File: config.mk
export PLATFORM = sky130hd
export DESIGN_NAME = mailbox_ring_queue_flat
export DESIGN_NICKNAME = d
export VERILOG_FILES = /design/src/rtl/mrq_pkg.sv /design/src/rtl/mrq_ifs.sv /design/src/rtl/mrq_ctrl.sv /design/src/rtl/mrq_dp.sv /design/src/rtl/mailbox_ring_queue.sv /design/src/flat_wrapper.sv
export SDC_FILE = /design/constraint.sdc
export NUM_CORES = 1
export LEC_CHECK = 0
export ABC_AREA = 1
export BUFFER_PORTS_ARGS = -buffer_cell sky130_fd_sc_hd__buf_2
export CELL_PAD_IN_SITES_DETAIL_PLACEMENT = 0
export CELL_PAD_IN_SITES_GLOBAL_PLACEMENT = 1
export CORE_ASPECT_RATIO = 1.25
export CORE_UTILIZATION = 45
export DETAILED_ROUTE_END_ITERATION = 6
export GPL_TIMING_DRIVEN = 0
export HOLD_SLACK_MARGIN = 0.12
export PLACE_DENSITY = 0.76
export REMOVE_ABC_BUFFERS = 1
export SLEW_MARGIN = 15
export SYNTH_ARGS = -nofsm -noshare
export SYNTH_HDL_FRONTEND = slang
export SYNTH_SLANG_ARGS = --single-unit
File: constraint.sdc
create_clock -name clk -period 7.49 [get_ports clk]
set_input_delay 1.498 -clock clk [delete_from_list [all_inputs] [get_ports clk]]
set_output_delay 1.498 -clock clk [all_outputs]
set_load 0.01 [all_outputs]
File: src/rtl/mrq_pkg.sv
// ----------------------------------------------------------------------------
// mrq_pkg
// Shared codes, widths and controller/datapath handshake types for the
// mailbox ring queue.
// ----------------------------------------------------------------------------
package mrq_pkg;

	localparam int OP_W     = 3;
	localparam int IN_MSG_W = 32;
	localparam int STS_W    = 2;
	localparam int CNT_W    = 5;
	localparam int CAP_W    = 5;

	// operation codes
	localparam logic [OP_W-1:0] OP_POST_TAIL = 3'd0;
	localparam logic [OP_W-1:0] OP_POST_HEAD = 3'd1;
	localparam logic [OP_W-1:0] OP_GET       = 3'd2;
	localparam logic [OP_W-1:0] OP_FLUSH     = 3'd3;
	localparam logic [OP_W-1:0] OP_CLEAR     = 3'd4;

	// result status codes
	localparam logic [STS_W-1:0] ST_OK     = 2'd0;
	localparam logic [STS_W-1:0] ST_FULL   = 2'd1;
	localparam logic [STS_W-1:0] ST_EMPTY  = 2'd2;
	localparam logic [STS_W-1:0] ST_WAITER = 2'd3;

	localparam logic [CAP_W-1:0] CAP_RESET = 5'd16;

	// controller -> datapath
	typedef struct packed {
		logic capture;  // latch the input beat
		logic exec;     // apply the operation to the ring
		logic load;     // move the result into the output register
	} mrq_cmd_t;

	// datapath -> controller
	typedef struct packed {
		logic out_free; // output register can take a result this cycle
	} mrq_sts_t;

endpackage

File: src/rtl/mrq_ifs.sv
// ----------------------------------------------------------------------------
// mrq channel interfaces
// Valid/ready channels for operation beats and result beats.
// ----------------------------------------------------------------------------
interface mrq_in_if
	import mrq_pkg::*;
();
	logic                valid;
	logic                ready;
	logic [OP_W-1:0]     op;
	logic [IN_MSG_W-1:0] message;
	logic                tasks_waiting;

	modport source (output valid, output op, output message, output tasks_waiting,
		input ready);
	modport sink (input valid, input op, input message, input tasks_waiting,
		output ready);
endinterface

interface mrq_out_if
	import mrq_pkg::*;
();
	logic                valid;
	logic                ready;
	logic [STS_W-1:0]    status;
	logic [IN_MSG_W-1:0] message_out;
	logic [CNT_W-1:0]    mail_count;

	modport source (output valid, output status, output message_out, output mail_count,
		input ready);
	modport sink (input valid, input status, input message_out, input mail_count,
		output ready);
endinterface

File: src/rtl/mrq_ctrl.sv
// ----------------------------------------------------------------------------
// mrq_ctrl
// Sequencer: take one beat, execute it on the ring, hand the result to the
// output register.
// ----------------------------------------------------------------------------
module mrq_ctrl
	import mrq_pkg::*;
(
	input  logic     clk,
	input  logic     arst_n,
	input  logic     in_valid,
	output logic     in_ready,
	input  mrq_sts_t sts,
	output mrq_cmd_t cmd
);

	typedef enum logic [2:0] {
		S_IDLE = 3'b001,
		S_EXEC = 3'b010,
		S_LOAD = 3'b100
	} state_t;

	state_t state_q, state_d;

	always_ff @(posedge clk or negedge arst_n) begin
		if (!arst_n) begin
			state_q <= S_IDLE;
		end else begin
			state_q <= state_d;
		end
	end

	always_comb begin
		state_d     = state_q;
		in_ready    = 1'b0;
		cmd.capture = 1'b0;
		cmd.exec    = 1'b0;
		cmd.load    = 1'b0;
		case (state_q)
			S_IDLE: begin
				in_ready = 1'b1;
				if (in_valid) begin
					cmd.capture = 1'b1;
					state_d     = S_EXEC;
				end
			end
			S_EXEC: begin
				cmd.exec = 1'b1;
				state_d  = S_LOAD;
			end
			S_LOAD: begin
				// slot read data is valid here; wait for room downstream
				if (sts.out_free) begin
					cmd.load = 1'b1;
					state_d  = S_IDLE;
				end
			end
			default: begin
				state_d = S_IDLE;
			end
		endcase
	end

endmodule

File: src/rtl/mrq_dp.sv
// ----------------------------------------------------------------------------
// mrq_dp
// Ring datapath: slot memory, head/tail indices, message count, capacity
// register and the result register.
// ----------------------------------------------------------------------------
module mrq_dp
	import mrq_pkg::*;
#(
	parameter int DEPTH     = 16,
	parameter int MSG_WIDTH = 32
) (
	input  logic                clk,
	input  logic                arst_n,
	input  logic                cfg_we,
	input  logic [CAP_W-1:0]    cfg_wdata,
	input  logic [OP_W-1:0]     in_op,
	input  logic [IN_MSG_W-1:0] in_message,
	input  logic                in_tasks_waiting,
	input  mrq_cmd_t            cmd,
	output mrq_sts_t            sts,
	output logic                out_valid,
	input  logic                out_ready,
	output logic [STS_W-1:0]    out_status,
	output logic [IN_MSG_W-1:0] out_message,
	output logic [CNT_W-1:0]    out_count
);

	localparam int IDX_W = (DEPTH > 1) ? $clog2(DEPTH) : 1;

	// next index going forward, wrapping at the effective capacity
	function automatic logic [IDX_W-1:0] step_fwd(input logic [IDX_W-1:0] idx,
		input logic [CAP_W-1:0] cap);
		logic [IDX_W:0] n;
		n = {1'b0, idx} + {{IDX_W{1'b0}}, 1'b1};
		if (32'(n) >= 32'(cap) || 32'(n) >= DEPTH) begin
			return '0;
		end
		return n[IDX_W-1:0];
	endfunction

	logic [CAP_W-1:0]     cap_q, cap_eff;
	logic [OP_W-1:0]      op_q;
	logic [MSG_WIDTH-1:0] msg_q;
	logic                 wait_q;

	logic [IDX_W-1:0]     rd_idx_q, wr_idx_q, rd_idx_d, wr_idx_d;
	logic [CNT_W-1:0]     cnt_q, cnt_d;

	logic [STS_W-1:0]     res_status_q, res_status_d;
	logic                 res_get_q, res_get_d;
	logic [CNT_W-1:0]     res_count_q;

	logic                 mem_we, mem_re;
	logic [IDX_W-1:0]     mem_waddr;
	logic [MSG_WIDTH-1:0] mem [DEPTH];
	logic [MSG_WIDTH-1:0] rd_data_q;

	logic                 out_valid_q;
	logic [STS_W-1:0]     out_status_q;
	logic [IN_MSG_W-1:0]  out_msg_q;
	logic [CNT_W-1:0]     out_count_q;

	// capacity 0 acts as 1, anything above DEPTH acts as DEPTH
	always_comb begin
		if (cap_q == '0) begin
			cap_eff = CAP_W'(1);
		end else if (32'(cap_q) > DEPTH) begin
			cap_eff = CAP_W'(DEPTH);
		end else begin
			cap_eff = cap_q;
		end
	end

	always_ff @(posedge clk or negedge arst_n) begin
		if (!arst_n) begin
			cap_q <= CAP_RESET;
		end else if (cfg_we) begin
			cap_q <= cfg_wdata;
		end
	end

	always_ff @(posedge clk) begin
		if (cmd.capture) begin
			op_q   <= in_op;
			msg_q  <= MSG_WIDTH'(in_message);
			wait_q <= in_tasks_waiting;
		end
	end

	always_comb begin
		rd_idx_d     = rd_idx_q;
		wr_idx_d     = wr_idx_q;
		cnt_d        = cnt_q;
		res_status_d = ST_OK;
		res_get_d    = 1'b0;
		mem_we       = 1'b0;
		mem_re       = 1'b0;
		mem_waddr    = wr_idx_q;
		case (op_q)
			OP_POST_TAIL, OP_POST_HEAD: begin
				if (wait_q) begin
					res_status_d = ST_WAITER;
				end else if (cnt_q >= cap_eff) begin
					res_status_d = ST_FULL;
				end else begin
					mem_we = 1'b1;
					cnt_d  = cnt_q + CNT_W'(1);
					if (op_q == OP_POST_HEAD) begin
						if (rd_idx_q == '0) begin
							rd_idx_d = IDX_W'(cap_eff - CAP_W'(1));
						end else begin
							rd_idx_d = rd_idx_q - IDX_W'(1);
						end
						mem_waddr = rd_idx_d;
					end else begin
						wr_idx_d = step_fwd(wr_idx_q, cap_eff);
					end
				end
			end
			OP_GET: begin
				if (cnt_q != '0) begin
					mem_re    = 1'b1;
					res_get_d = 1'b1;
					cnt_d     = cnt_q - CNT_W'(1);
					rd_idx_d  = step_fwd(rd_idx_q, cap_eff);
				end else begin
					res_status_d = ST_EMPTY;
				end
			end
			OP_FLUSH: begin
				if (!wait_q) begin
					cnt_d    = '0;
					rd_idx_d = '0;
					wr_idx_d = '0;
				end
			end
			OP_CLEAR: begin
				cnt_d    = '0;
				rd_idx_d = '0;
				wr_idx_d = '0;
			end
			default: begin
			end
		endcase
	end

	always_ff @(posedge clk or negedge arst_n) begin
		if (!arst_n) begin
			rd_idx_q <= '0;
			wr_idx_q <= '0;
			cnt_q    <= '0;
		end else if (cmd.exec) begin
			rd_idx_q <= rd_idx_d;
			wr_idx_q <= wr_idx_d;
			cnt_q    <= cnt_d;
		end
	end

	always_ff @(posedge clk) begin
		if (cmd.exec) begin
			res_status_q <= res_status_d;
			res_get_q    <= res_get_d;
			res_count_q  <= cnt_d;
		end
	end

	// slot storage, one write and one registered read
	always_ff @(posedge clk) begin
		if (cmd.exec && mem_we) begin
			mem[mem_waddr] <= msg_q;
		end
		if (cmd.exec && mem_re) begin
			rd_data_q <= mem[rd_idx_q];
		end
	end

	assign sts.out_free = !out_valid_q || out_ready;

	always_ff @(posedge clk or negedge arst_n) begin
		if (!arst_n) begin
			out_valid_q <= 1'b0;
		end else if (cmd.load) begin
			out_valid_q <= 1'b1;
		end else if (out_ready) begin
			out_valid_q <= 1'b0;
		end
	end

	always_ff @(posedge clk) begin
		if (cmd.load) begin
			out_status_q <= res_status_q;
			out_count_q  <= res_count_q;
			out_msg_q    <= res_get_q ? IN_MSG_W'(rd_data_q) : '0;
		end
	end

	assign out_valid   = out_valid_q;
	assign out_status  = out_status_q;
	assign out_message = out_msg_q;
	assign out_count   = out_count_q;

endmodule

File: src/rtl/mailbox_ring_queue.sv
// ----------------------------------------------------------------------------
// mailbox_ring_queue
// Message mailbox kept as a ring of slots with head/tail post, get, flush
// and clear, and a programmable capacity.
// ----------------------------------------------------------------------------
//  channel | dir | beat contents                         | handshake
//  --------+-----+---------------------------------------+------------
//  req     | in  | op, message, tasks_waiting            | valid/ready
//  rsp     | out | status, message_out, mail_count       | valid/ready
//  cfg     | in  | capacity                              | cfg_we only
//
//  One operation at a time: accept, execute and result load follow in turn. The
//  result is valid once the load has moved it into the output register, and
//  the next beat is taken only after the load; the slot memory's registered
//  read sets the load step.
//  A result waits in the output register while the next beat is accepted and
//  executed; only the load step stalls on a full output register.
//  Reset empties the ring and sets capacity to 16; slot contents are not reset.
// ----------------------------------------------------------------------------
module mailbox_ring_queue
	import mrq_pkg::*;
#(
	parameter int DEPTH     = 16,
	parameter int MSG_WIDTH = 32
) (
	input  logic             clk,
	input  logic             arst_n,
	input  logic             cfg_we,
	input  logic [CAP_W-1:0] cfg_wdata,
	mrq_in_if.sink           req,
	mrq_out_if.source        rsp
);

	mrq_cmd_t cmd;
	mrq_sts_t sts;

	mrq_ctrl u_ctrl (
		.clk      (clk),
		.arst_n   (arst_n),
		.in_valid (req.valid),
		.in_ready (req.ready),
		.sts      (sts),
		.cmd      (cmd)
	);

	mrq_dp #(
		.DEPTH     (DEPTH),
		.MSG_WIDTH (MSG_WIDTH)
	) u_dp (
		.clk              (clk),
		.arst_n           (arst_n),
		.cfg_we           (cfg_we),
		.cfg_wdata        (cfg_wdata),
		.in_op            (req.op),
		.in_message       (req.message),
		.in_tasks_waiting (req.tasks_waiting),
		.cmd              (cmd),
		.sts              (sts),
		.out_valid        (rsp.valid),
		.out_ready        (rsp.ready),
		.out_status       (rsp.status),
		.out_message      (rsp.message_out),
		.out_count        (rsp.mail_count)
	);

endmodule

File: src/flat_wrapper.sv
// flat-port wrapper written by rule: the top's interface ports become plain ports
module mailbox_ring_queue_flat import mrq_pkg::*;
#(
	parameter int DEPTH     = 16,
	parameter int MSG_WIDTH = 32
)
  (clk, arst_n, cfg_we, cfg_wdata, req_valid, req_op, req_message, req_tasks_waiting, req_ready, rsp_valid, rsp_status, rsp_message_out, rsp_mail_count, rsp_ready);
  mrq_in_if req_i ();
  mrq_out_if rsp_i ();
  input  logic clk;
  input  logic arst_n;
  input  logic cfg_we;
  input  logic [CAP_W-1:0] cfg_wdata;
  input wire logic [$bits(req_i.valid)-1:0] req_valid;
  input wire logic [$bits(req_i.op)-1:0] req_op;
  input wire logic [$bits(req_i.message)-1:0] req_message;
  input wire logic [$bits(req_i.tasks_waiting)-1:0] req_tasks_waiting;
  output wire logic [$bits(req_i.ready)-1:0] req_ready;
  output wire logic [$bits(rsp_i.valid)-1:0] rsp_valid;
  output wire logic [$bits(rsp_i.status)-1:0] rsp_status;
  output wire logic [$bits(rsp_i.message_out)-1:0] rsp_message_out;
  output wire logic [$bits(rsp_i.mail_count)-1:0] rsp_mail_count;
  input wire logic [$bits(rsp_i.ready)-1:0] rsp_ready;
  assign req_i.valid = req_valid;
  assign req_i.op = req_op;
  assign req_i.message = req_message;
  assign req_i.tasks_waiting = req_tasks_waiting;
  assign req_ready = req_i.ready;
  assign rsp_valid = rsp_i.valid;
  assign rsp_status = rsp_i.status;
  assign rsp_message_out = rsp_i.message_out;
  assign rsp_mail_count = rsp_i.mail_count;
  assign rsp_i.ready = rsp_ready;
  mailbox_ring_queue #(.DEPTH(DEPTH), .MSG_WIDTH(MSG_WIDTH)) u_core (.clk(clk), .arst_n(arst_n), .cfg_we(cfg_we), .cfg_wdata(cfg_wdata), .req(req_i), .rsp(rsp_i));
endmodule
==> results.toml, run 1 <==
[logic_synthesis]
yosysUniqueCellTypes = 40
ys.warnings.count = 0
synth_cells = 1951
syn_area_per_cell_sq_um = 13.2
seq_area_frac_synth_pct = 75.4
ys_seq_elements = 649
synthTopCellsByArea = "edfxtp_1 73%, o21ai_0 5.8%, nor2_1 5.0%"
yosys.area_share.xor_xnor_pct = 0.239
syn_area_sq_um = 25700
synth_top_area_share_pct = 73.3
synthAdderAreaFrac_pct = 1.02
synth_compound_area_share_pct = 11.0
synth_simple_gate_area_share_pct = 8.98
synth_largest_area_cell = "edfxtp_1"
synth_top_family_by_area = "compound AO/OA/AOI/OAI gates"
synthMuxAreaShare_pct = 0.0876

[sta]
holdWs_ps = 424
drv_slew = 0
setup_ws_ps = 2780
finalCritPeriodShare_pct = 62.9
rsz0062_at_grt = "no"
timing.fmax_ghz = 0.212
finalHoldViolCount = 0
skew_ps = 21.0
relSlewSlack_pct = 46.3
setup_violations = 0
finalCriticalPeriod_ps = 4710
tightest_slew_ps = 804

[clock_tree]
cts_max_level = 2
cts_max_path_buffers = 3
cts-root-buf = "clkbuf_16"
cts.clk_slew.worst_paths_ps = 60
cts_resized = 0
cts_tree = "yes"
cts.sinks = 649
cts_setup_buffers = 0
numCtsBuffers = 60
worstSkewPairLatency_ps = 620
hold_buffers = 0

[power_and_ir_drop]
peakVddDrop_mv = 0.288
p_per_area_nw_per_um2 = 341
fin_total_pwr_w = 0.0101
p_leak_nw = 10.2

[critical_path]
critPathKind = "register to register"
required_ps = 7790
worstPathArrival_ps = 5010
cp-start-kind = "register"
cp-end-kind = "register"
crit_fanout = 136

[final_layout]
area_delta_synth_final_pct = 15.2
postLayoutCoreUtil_pct = 52.7
fin_nets = 2103
antennaDiodeCount = 0
drive_above_1_share_pct = 13.0

[floorplanning]
die_y_um = 269
die_x_um = 216
die-area_sq_um = 58100
row_count = 97
start_util_pct = 45.7
fp.coreArea_sq_um = 56200
io_pins = 87

[grt]
grt_pass1_vias = 15800
grt_overflow_total = 0
grt_use_total_pct = 21.1
antenna_found_initial = 0
grt_max_degree = 137
grt_pass1_wl_um = 92900

[drt]
firstDrtPassIters = 5
drtAntennaViolNets = 0
totalWireLength_um = 61600
post_drt_wl_per_cell_um = 21.8
viasPerCell = 5.67
drc = 0
vias = 16000
drt_iter0_markers = 1413

[place]
place.port_buffers = 86
hpwl_um = 34700
pre_cts_ws_ps = 2790
place.gp.congestion = 0.817

[status]
status = "finished, final reports clean"

[hold_path]
worst_hold_path_type = "register to register"

[flow_run]
maxCapViolCount = 0
==> metrics by stage <==
stage | instance area [sq um] | std cells | setup TNS, ps
2_1_floorplan | 25200 | 1840 | -923940
3_3_place_gp | 26500 | 2668 | -5186430
3_5_place_dp | 27800 | 2716 | 0
4_1_cts | 29600 | 2822 | 0
5_1_grt | 29600 | 2822 | 0
6_report | 29600 | 2822 | 0
==> where the power goes <==
part	total (W)	switching (W)	internal (W)
logic	0.00258	0.00172	0.000859
registers	0.00462	0.000316	0.00431
clock network	0.00287	0.00127	0.00160
total	0.0101	0.00331	0.00677
==> cell usage after synthesis, drive strengths merged <==
cell type,count
edfxtp,627
nor2,346
o21ai,330
nand2,160
o22ai,153
inv,83
clkbuf,65
buf,46
nand3,40
a21oi,21
ha,21
dfrtp,20
nand4,9
a22oi,7
nor3,6
xor2,6
dfstp,2
mux2,2
nor4,2
o21a,2
clkinv,1
o2111ai,1
xnor2,1
==> worst paths after layout <==
check | start | endpoint | slack, ps | depth (start not counted)
min in group asynchronous | arst_n | u_core.u_ctrl.state_q[2] | 880 | 1
max | u_core.u_dp.rd_idx_q[0] | u_core.u_dp.mem[4][25] | 2780 | 15
min | u_core.u_dp.res_count_q[4] | u_core.u_dp.out_count[4] | 420 | 0
max in group asynchronous | arst_n | u_core.u_dp.rd_idx_q[0] | 6180 | 1
max reg2reg | u_core.u_dp.rd_idx_q[0] | u_core.u_dp.mem[4][25] | 2780 | 15
min reg2reg | u_core.u_dp.res_count_q[4] | u_core.u_dp.out_count[4] | 420 | 0
==> placed cells by master (no fill, tap or decap), types with 27 or more instances in the layout <==
cell type	instances
buf_16	27
buf_2	90
clkbuf_16	61
edfxtp_1	627
inv_1	77
nand2_1	156
nand3_1	32
nor2_1	326
o21ai_0	299
o22ai_1	153
==> kinds of logic (layout without fill, tap and decap cells) <==
| family | after synthesis | after routing |
|---|---|---|
| compound gates | 514 | 514 |
| xor+xnor | 7 | 7 |
| fa+ha+maj | 21 | 21 |
| buf+inv | 195 | 324 |
| flops | 649 | 649 |
| mux | 2 | 2 |
| simple gates | 563 | 563 |
==> layout make-up <==
class | instances | area, sq um
Sequential cell | 649 | 19400
Clock inverter | 29 | 216
Fill cell | 4547 | 26600
Tap cell | 742 | 928
Inverter | 84 | 338
Timing Repair Buffer | 134 | 1480
Clock buffer | 77 | 1610
Multi-Input combinational cell | 1107 | 5620
==> worst max-delay path, cell delays in order, from the launching register on <==
cell	delay (ps)
dfrtp_4	740
inv_12	490
buf_16	490
ha_1	300
nand3_2	120
inv_1	90
nand3_1	90
nand2_2	150
ha_1	190
nand3_1	80
nand2_1	150
nand2_1	70
nand2_1	70
nand3_1	300
nor2_4	690
buf_12	290
==> metal layers <==
metal	vias to the layer above	track usage [%]	wire length, um
met5	-	0	0
li1	7322	-	-
met4	0	6.53	1480
met1	7978	27.9	25500
met3	108	2.71	3750
met2	590	36.2	30900
==> flip-flops by register name (all words and copies together), names as in the netlist, 3 cells and up <==
| name | count |
|---|---|
| u_core.u_dp.out_count | 5 |
| u_core.u_dp.cnt_q | 5 |
| u_core.u_dp.res_count_q | 5 |
| u_core.u_dp.mem | 512 |
| u_core.u_dp.msg_q | 32 |
| u_core.u_dp.out_message | 32 |
| u_core.u_dp.rd_data_q | 32 |
| u_core.u_dp.wr_idx_q | 4 |
| u_core.u_ctrl.state_q | 3 |
| u_core.u_dp.op_q | 3 |
| u_core.u_dp.rd_idx_q | 4 |
| u_core.u_dp.cap_q | 5 |
Note: power is estimated with default switching activity, not from simulation.
==> run 2: changes to the inputs <==
--- a/config.mk
+++ b/config.mk
@@ -14,7 +14,7 @@
 export DETAILED_ROUTE_END_ITERATION = 6
 export GPL_TIMING_DRIVEN = 0
 export HOLD_SLACK_MARGIN = 0.12
-export PLACE_DENSITY = 0.76
+export PLACE_DENSITY = 0.79
 export REMOVE_ABC_BUFFERS = 1
 export SLEW_MARGIN = 15
 export SYNTH_ARGS = -nofsm -noshare
==> constraint.sdc (replaced) <==
create_clock -name clk -period 3.9 [get_ports clk]
set_input_delay 0.78 -clock clk [delete_from_list [all_inputs] [get_ports clk]]
set_output_delay 0.78 -clock clk [all_outputs]
set_load 0.01 [all_outputs]
==> run 2 against run 1 <==
  * Worst hold slack worse by 93 ps
  * Die area stayed put
  * Utilization grew 1.5 points
  * Maximum frequency increased by 25%
  * Non-clock buffer count is 46 higher
  * Routed wire length grew 7.3%
  * Global-route usage increased by 1.3 points
  * Critical path depth increased by 1
  * Clock power up 100%
  * Clock skew rose by 6.1 ps
  * Critical path type unchanged
  * Critical endpoint is now u_core.u_dp.mem[15][3]
  * Largest power group unchanged
==> results.toml, run 2 (synthesized netlist as in run 1, its figures left out) <==
[status]
status = "finished, final reports clean"

[final_layout]
antennaDiodeCount = 0
fillCellCount = 4480
largest_register_ffs = 512
multi_input_area_sq_um = 5650
fin_cells = 2875
final_common_cell = "edfxtp_1"
area_delta_synth_final_pct = 18.5
layout_common_cells = "627 x edfxtp_1, 326 x nor2_1, 299 x o21ai_0, 156 x nand2_1, 153 x o22ai_1"
register_area_sq_um = 19400
fin_nets = 2151
drive_above_1_share_pct = 15.2
finalInstanceArea_sq_um = 30500
postLayoutCoreUtil_pct = 54.2
top_register = "u_core.u_dp.mem"

[hold_path]
worst_hold_path_type = "primary input to register"

[clock_tree]
cts_tree = "yes"
cts_max_path_buffers = 3
worstSkewPairLatency_ps = 630
numCtsBuffers = 61
cts.clk_slew.worst_paths_ps = 80
cts.sinks = 649
cts_max_level = 2
cts-root-buf = "clkbuf_16"

[place]
place.gp.congestion = 0.814
place.port_buffers = 86
dpl_cell_area_sq_um = 27900
hpwl_um = 35100
place_inst = 2720

[sta]
timing.fmax_ghz = 0.265
drv_slew = 0
rsz0062_at_grt = "no"
finalCriticalPeriod_ps = 3770
setup_violations = 0
holdWs_ps = 331
finalHoldViolCount = 0
tightest_slew_ps = 747
skew_ps = 27.1
relSlewSlack_pct = 50.2
finalCritPeriodShare_pct = 96.6

[drt]
wl_met3_um = 5520
met2WireLength_um = 32300
vias = 16500
firstDrtPassIters = 7
highest_layer = "met4"
drc = 0
wl_met1_um = 26200
viasPerCell = 5.75
drt_iter0_markers = 1892
drtAntennaViolNets = 0
totalWireLength_um = 66100
post_drt_wl_per_cell_um = 23.0

[grt]
antenna_found_initial = 0
grt_use_total_pct = 22.4
grt_max_degree = 87
grt_pass1_vias = 16300
grt_overflow_total = 0
grt_pass1_wl_um = 97800

[critical_path]
cp_cell_sequence = "buf_12 > inv_12 > ha_1 > nand3_2 > inv_1 > nand3_1 > nand2_2 > ha_1 > nand3_1 > nand2_1 > nand2_1 > nand2_1 > nand3_4 > nor2_4 > buf_16 > buf_16"
max_stage_delay_ps = 630
required_ps = 4210
crit_fanout = 58
critPathKind = "register to register"
cp_slowest_cell = "dfrtp_4"
crit_top_cell = "nand2_1"
worstPathArrival_ps = 4080
cp-start-kind = "register"
cp-end-kind = "register"

[floorplanning]
row_count = 97
die_x_um = 216
fp.coreArea_sq_um = 56200
die-area_sq_um = 58100
io_pins = 87
die_y_um = 269
start_util_pct = 45.7

[power_and_ir_drop]
netSwitchingFraction_pct = 33.2
p_seq_share_pct = 43.3
fin_total_pwr_w = 0.0202
pwr-share-clk_pct = 28.8
p_per_area_nw_per_um2 = 663
p_int_w = 0.0135
p_switching_w = 0.00671
peakVddDrop_mv = 0.521
power_frac_comb_pct = 27.9
p_leak_nw = 10.6

[flow_run]
maxCapViolCount = 0
run 2: worst paths after layout:
kind	start	end	slack, ps	cells after the start
setup reg to reg	u_core.u_dp.rd_idx_q[1]	u_core.u_dp.mem[15][3]	130	16
hold / removal	req_op[2]	u_core.u_dp.op_q[2]	330	1
min in group asynchronous	arst_n	u_core.u_dp.rd_idx_q[0]	660	2
max in group asynchronous	arst_n	u_core.u_dp.rd_idx_q[2]	2810	2
hold reg to reg	u_core.u_dp.res_count_q[3]	u_core.u_dp.out_count[3]	420	0
setup / recovery	u_core.u_dp.rd_idx_q[1]	u_core.u_dp.mem[15][3]	130	16
run 2: per-layer routing:
metal | vias up | track usage (%)
met1 | 8127 | 29.2
met5 | - | 0
li1 | 7430 | -
met3 | 161 | 3.80
met4 | 0 | 8.34
met2 | 814 | 37.6
run 2: area by class of cell:
| cell class | instances | share of cell area, % |
|---|---|---|
| sequential | 649 | 63.7 |
| inverter | 84 | 1.20 |
| clock inverter | 31 | 0.920 |
| tap | 742 | 3.05 |
| timing repair buffer | 180 | 7.16 |
| timing repair inverter | 1 | 0.0288 |
| clock buffer | 81 | 5.43 |
| multi-input combinational | 1107 | 18.5 |
run 2: worst max-delay path, delay by kind of cell, from the launching register on:
family | cells | cell delay, ps
flip-flops | 1 | 630
buffers and inverters | 5 | 990
AND/OR/NAND/NOR | 9 | 1290
adder cells (fa/ha/maj) | 2 | 470
run 2: power groups by stage:
stage	sequential (W)	clock (W)	combinational (W)
after floorplan	0.00903	0	0.00308
after global placement	0.00935	0	0.00397
after detailed placement	0.00899	0	0.00497
after CTS	0.00878	0.00587	0.00541
after global routing	0.00879	0.00617	0.00619
final	0.00875	0.00581	0.00563
run 2: metrics by stage:
stage               TNS [ps]  setup WS [ps]
floorplan           -2901070          -5420
finish                     0            132
CTS                        0           16.8
global placement    -7205010         -13090
detailed placement   -449800          -1130
global route               0           28.5
run 2: timing repair:
| item | CTS | global route |
|---|---|---|
| setup endpoints to repair | 512 | 266 |
| hold endpoints to repair | 4 | 0 |
| resized for setup | 5 | 6 |
| cloned | 4 | 2 |
| pin swaps | 16 | 0 |
| buffers inserted | 32 | 4 |
| hold buffers | 1 | 0 |
==> run 3: changes to the inputs <==
--- a/config.mk
+++ b/config.mk
@@ -11,6 +11,7 @@
 export CELL_PAD_IN_SITES_GLOBAL_PLACEMENT = 1
 export CORE_ASPECT_RATIO = 1.25
 export CORE_UTILIZATION = 45
+export CTS_BUF_LIST = sky130_fd_sc_hd__clkbuf_8
 export DETAILED_ROUTE_END_ITERATION = 6
 export GPL_TIMING_DRIVEN = 0
 export HOLD_SLACK_MARGIN = 0.12
==> run 3 against run 2 <==
  * Maximum frequency up 0.42%
  * Non-clock buffer count is 2 lower
  * Sequential power about the same
  * Global-route usage decreased by 0.080 points
  * Critical endpoint unchanged
  * Largest power group unchanged
==> results.toml, run 3 (synthesized netlist as in run 1, its figures left out) <==
[drt]
vias = 16700
drtAntennaViolNets = 0
totalWireLength_um = 65400
firstDrtPassIters = 5
viasPerCell = 5.66
post_drt_wl_per_cell_um = 22.2
drt_iter0_markers = 1871
drc = 0

[power_and_ir_drop]
pwr-share-clk_pct = 26.5
power_frac_comb_pct = 28.4
p_int_w = 0.0126
p_switching_w = 0.00669
netSwitchingFraction_pct = 34.6
peakVddDrop_mv = 0.529
p_leak_nw = 10.7
p_seq_share_pct = 45.1
p_per_area_nw_per_um2 = 640
fin_total_pwr_w = 0.0193

[clock_tree]
cts-root-buf = "clkbuf_8"
numCtsBuffers = 99
cts.sinks = 649
cts_max_level = 3
cts_max_path_buffers = 3
worstSkewPairLatency_ps = 700
cts_tree = "yes"
cts.clk_slew.worst_paths_ps = 60

[floorplanning]
die-area_sq_um = 58100
die_x_um = 216
row_count = 97
start_util_pct = 45.7
io_pins = 87
die_y_um = 269
fp.coreArea_sq_um = 56200

[grt]
antenna_found_initial = 0
grt_pass1_vias = 16500
grt_use_total_pct = 22.3
grt_pass1_wl_um = 97300
grt_max_degree = 87
grt_overflow_total = 0

[final_layout]
postLayoutCoreUtil_pct = 53.7
layout_common_cells = "627 x edfxtp_1, 326 x nor2_1, 299 x o21ai_0, 156 x nand2_1, 153 x o22ai_1"
largest_register_ffs = 512
area_delta_synth_final_pct = 17.5
finalInstanceArea_sq_um = 30200
final_common_cell = "edfxtp_1"
top_register = "u_core.u_dp.mem"
multi_input_area_sq_um = 5660
antennaDiodeCount = 0
register_area_sq_um = 19400
fin_nets = 2187
fillCellCount = 4571
drive_above_1_share_pct = 16.3

[place]
dpl_cell_area_sq_um = 27900
place.gp.congestion = 0.814
hpwl_um = 35100
place.port_buffers = 86

[flow_run]
maxCapViolCount = 0

[critical_path]
critPathKind = "register to register"
required_ps = 4270
cp-start-kind = "register"
crit_fanout = 49
worstPathArrival_ps = 4120
cp-end-kind = "register"

[sta]
timing.fmax_ghz = 0.267
rsz0062_at_grt = "no"
drv_slew = 0
setup_violations = 0
relSlewSlack_pct = 51.9
tightest_slew_ps = 722
finalCriticalPeriod_ps = 3750
finalHoldViolCount = 0
finalCritPeriodShare_pct = 96.2
skew_ps = 39.7

[hold_path]
worst_hold_path_type = "primary input to register"

[status]
status = "finished, final reports clean"
==> run 3: changes by cell type in the layout (fill, tap and decap cells not counted), moves of 3 or more <==
cell,change
buf_12,-3
inv_1,+31
clkbuf_16,-64
clkbuf_8,+100
bufinv_16,-3
buf_4,+4
clkbuf_1,-17
clkinv_1,+20
==> run 3: metrics by stage <==
step / cells / hold WS, ps / setup WS, ps / TNS (ps)
final: 2944 / 257 / 148 / 0
after global routing: 2944 / 212 / 37.7 / 0
after CTS: 2940 / 210 / 32.2 / 0
after detailed placement: 2720 / 411 / -1130 / -449800
after global placement: 2668 / 406 / -13090 / -7205010
after floorplan: 1840 / 400 / -5420 / -2901070
==> run 3: worst paths after layout <==
kind,startpoint,to,slack (ps),cells past startpoint
max in group asynchronous,arst_n,u_core.u_dp.rd_idx_q[2],2870,2
hold reg to reg,u_core.u_dp.res_count_q[3],u_core.u_dp.out_count[3],420,0
min in group asynchronous,arst_n,u_core.u_dp.rd_idx_q[3],600,2
setup reg to reg,u_core.u_dp.rd_idx_q[2],u_core.u_dp.mem[15][3],150,16
setup / recovery,u_core.u_dp.rd_idx_q[2],u_core.u_dp.mem[15][3],150,16
hold / removal,req_message[13],u_core.u_dp.msg_q[13],260,1
==> run 3: cell type report <==
type / instances / share of cell area, %
sequential: 649 / 64.2
multi-input combinational: 1107 / 18.7
timing repair buffer: 178 / 6.84
clock buffer: 101 / 4.60
tap: 742 / 3.07
clock inverter: 82 / 1.33
inverter: 84 / 1.17
timing repair inverter: 1 / 0.0290
==> run 3: timing repair <==
item | CTS | global route
setup endpoints to repair | 512 | 268
setup buffers | 33 | 4
gates resized for setup | 6 | 4
pin swaps | 16 | 0
hold buffers | 1 | 0
hold endpoints to repair | 20 | 0
gates cloned | 3 | 1
==> run 3: critical path, cell delays in order, from the launching register on <==
cell and delay, ps:
dfrtp_4 620, buf_16 260, inv_8 260, buf_16 230, nand3_2 130, inv_1 110
nand3_1 110, nand2_2 160, ha_1 190, nand3_1 80, nand2_1 150, nand2_1 70
nand2_1 160, nand3_4 190, nor2_4 250, buf_16 190, buf_16 180
==> run 3: per-layer routing <==
metal | wire length (um) | vias to the layer above | share of wire, % | global-route usage [%]
li1 | - | 7528 | - | -
met1 | 25800 | 8198 | 39 | 28.9
met2 | 32000 | 793 | 49 | 37.2
met3 | 5610 | 142 | 8.6 | 3.87
met4 | 2020 | 0 | 3.1 | 9.26
met5 | 0 | - | 0 | 0
==> run 3: power groups by stage <==
| stage | logic (W) | registers [W] | clock network (W) |
|---|---|---|---|
| global route | 0.00606 | 0.00876 | 0.00553 |
| detailed placement | 0.00497 | 0.00899 | 0 |
| global placement | 0.00397 | 0.00935 | 0 |
| floorplan | 0.00308 | 0.00903 | 0 |
| finish | 0.00550 | 0.00872 | 0.00512 |
| CTS | 0.00539 | 0.00875 | 0.00521 |
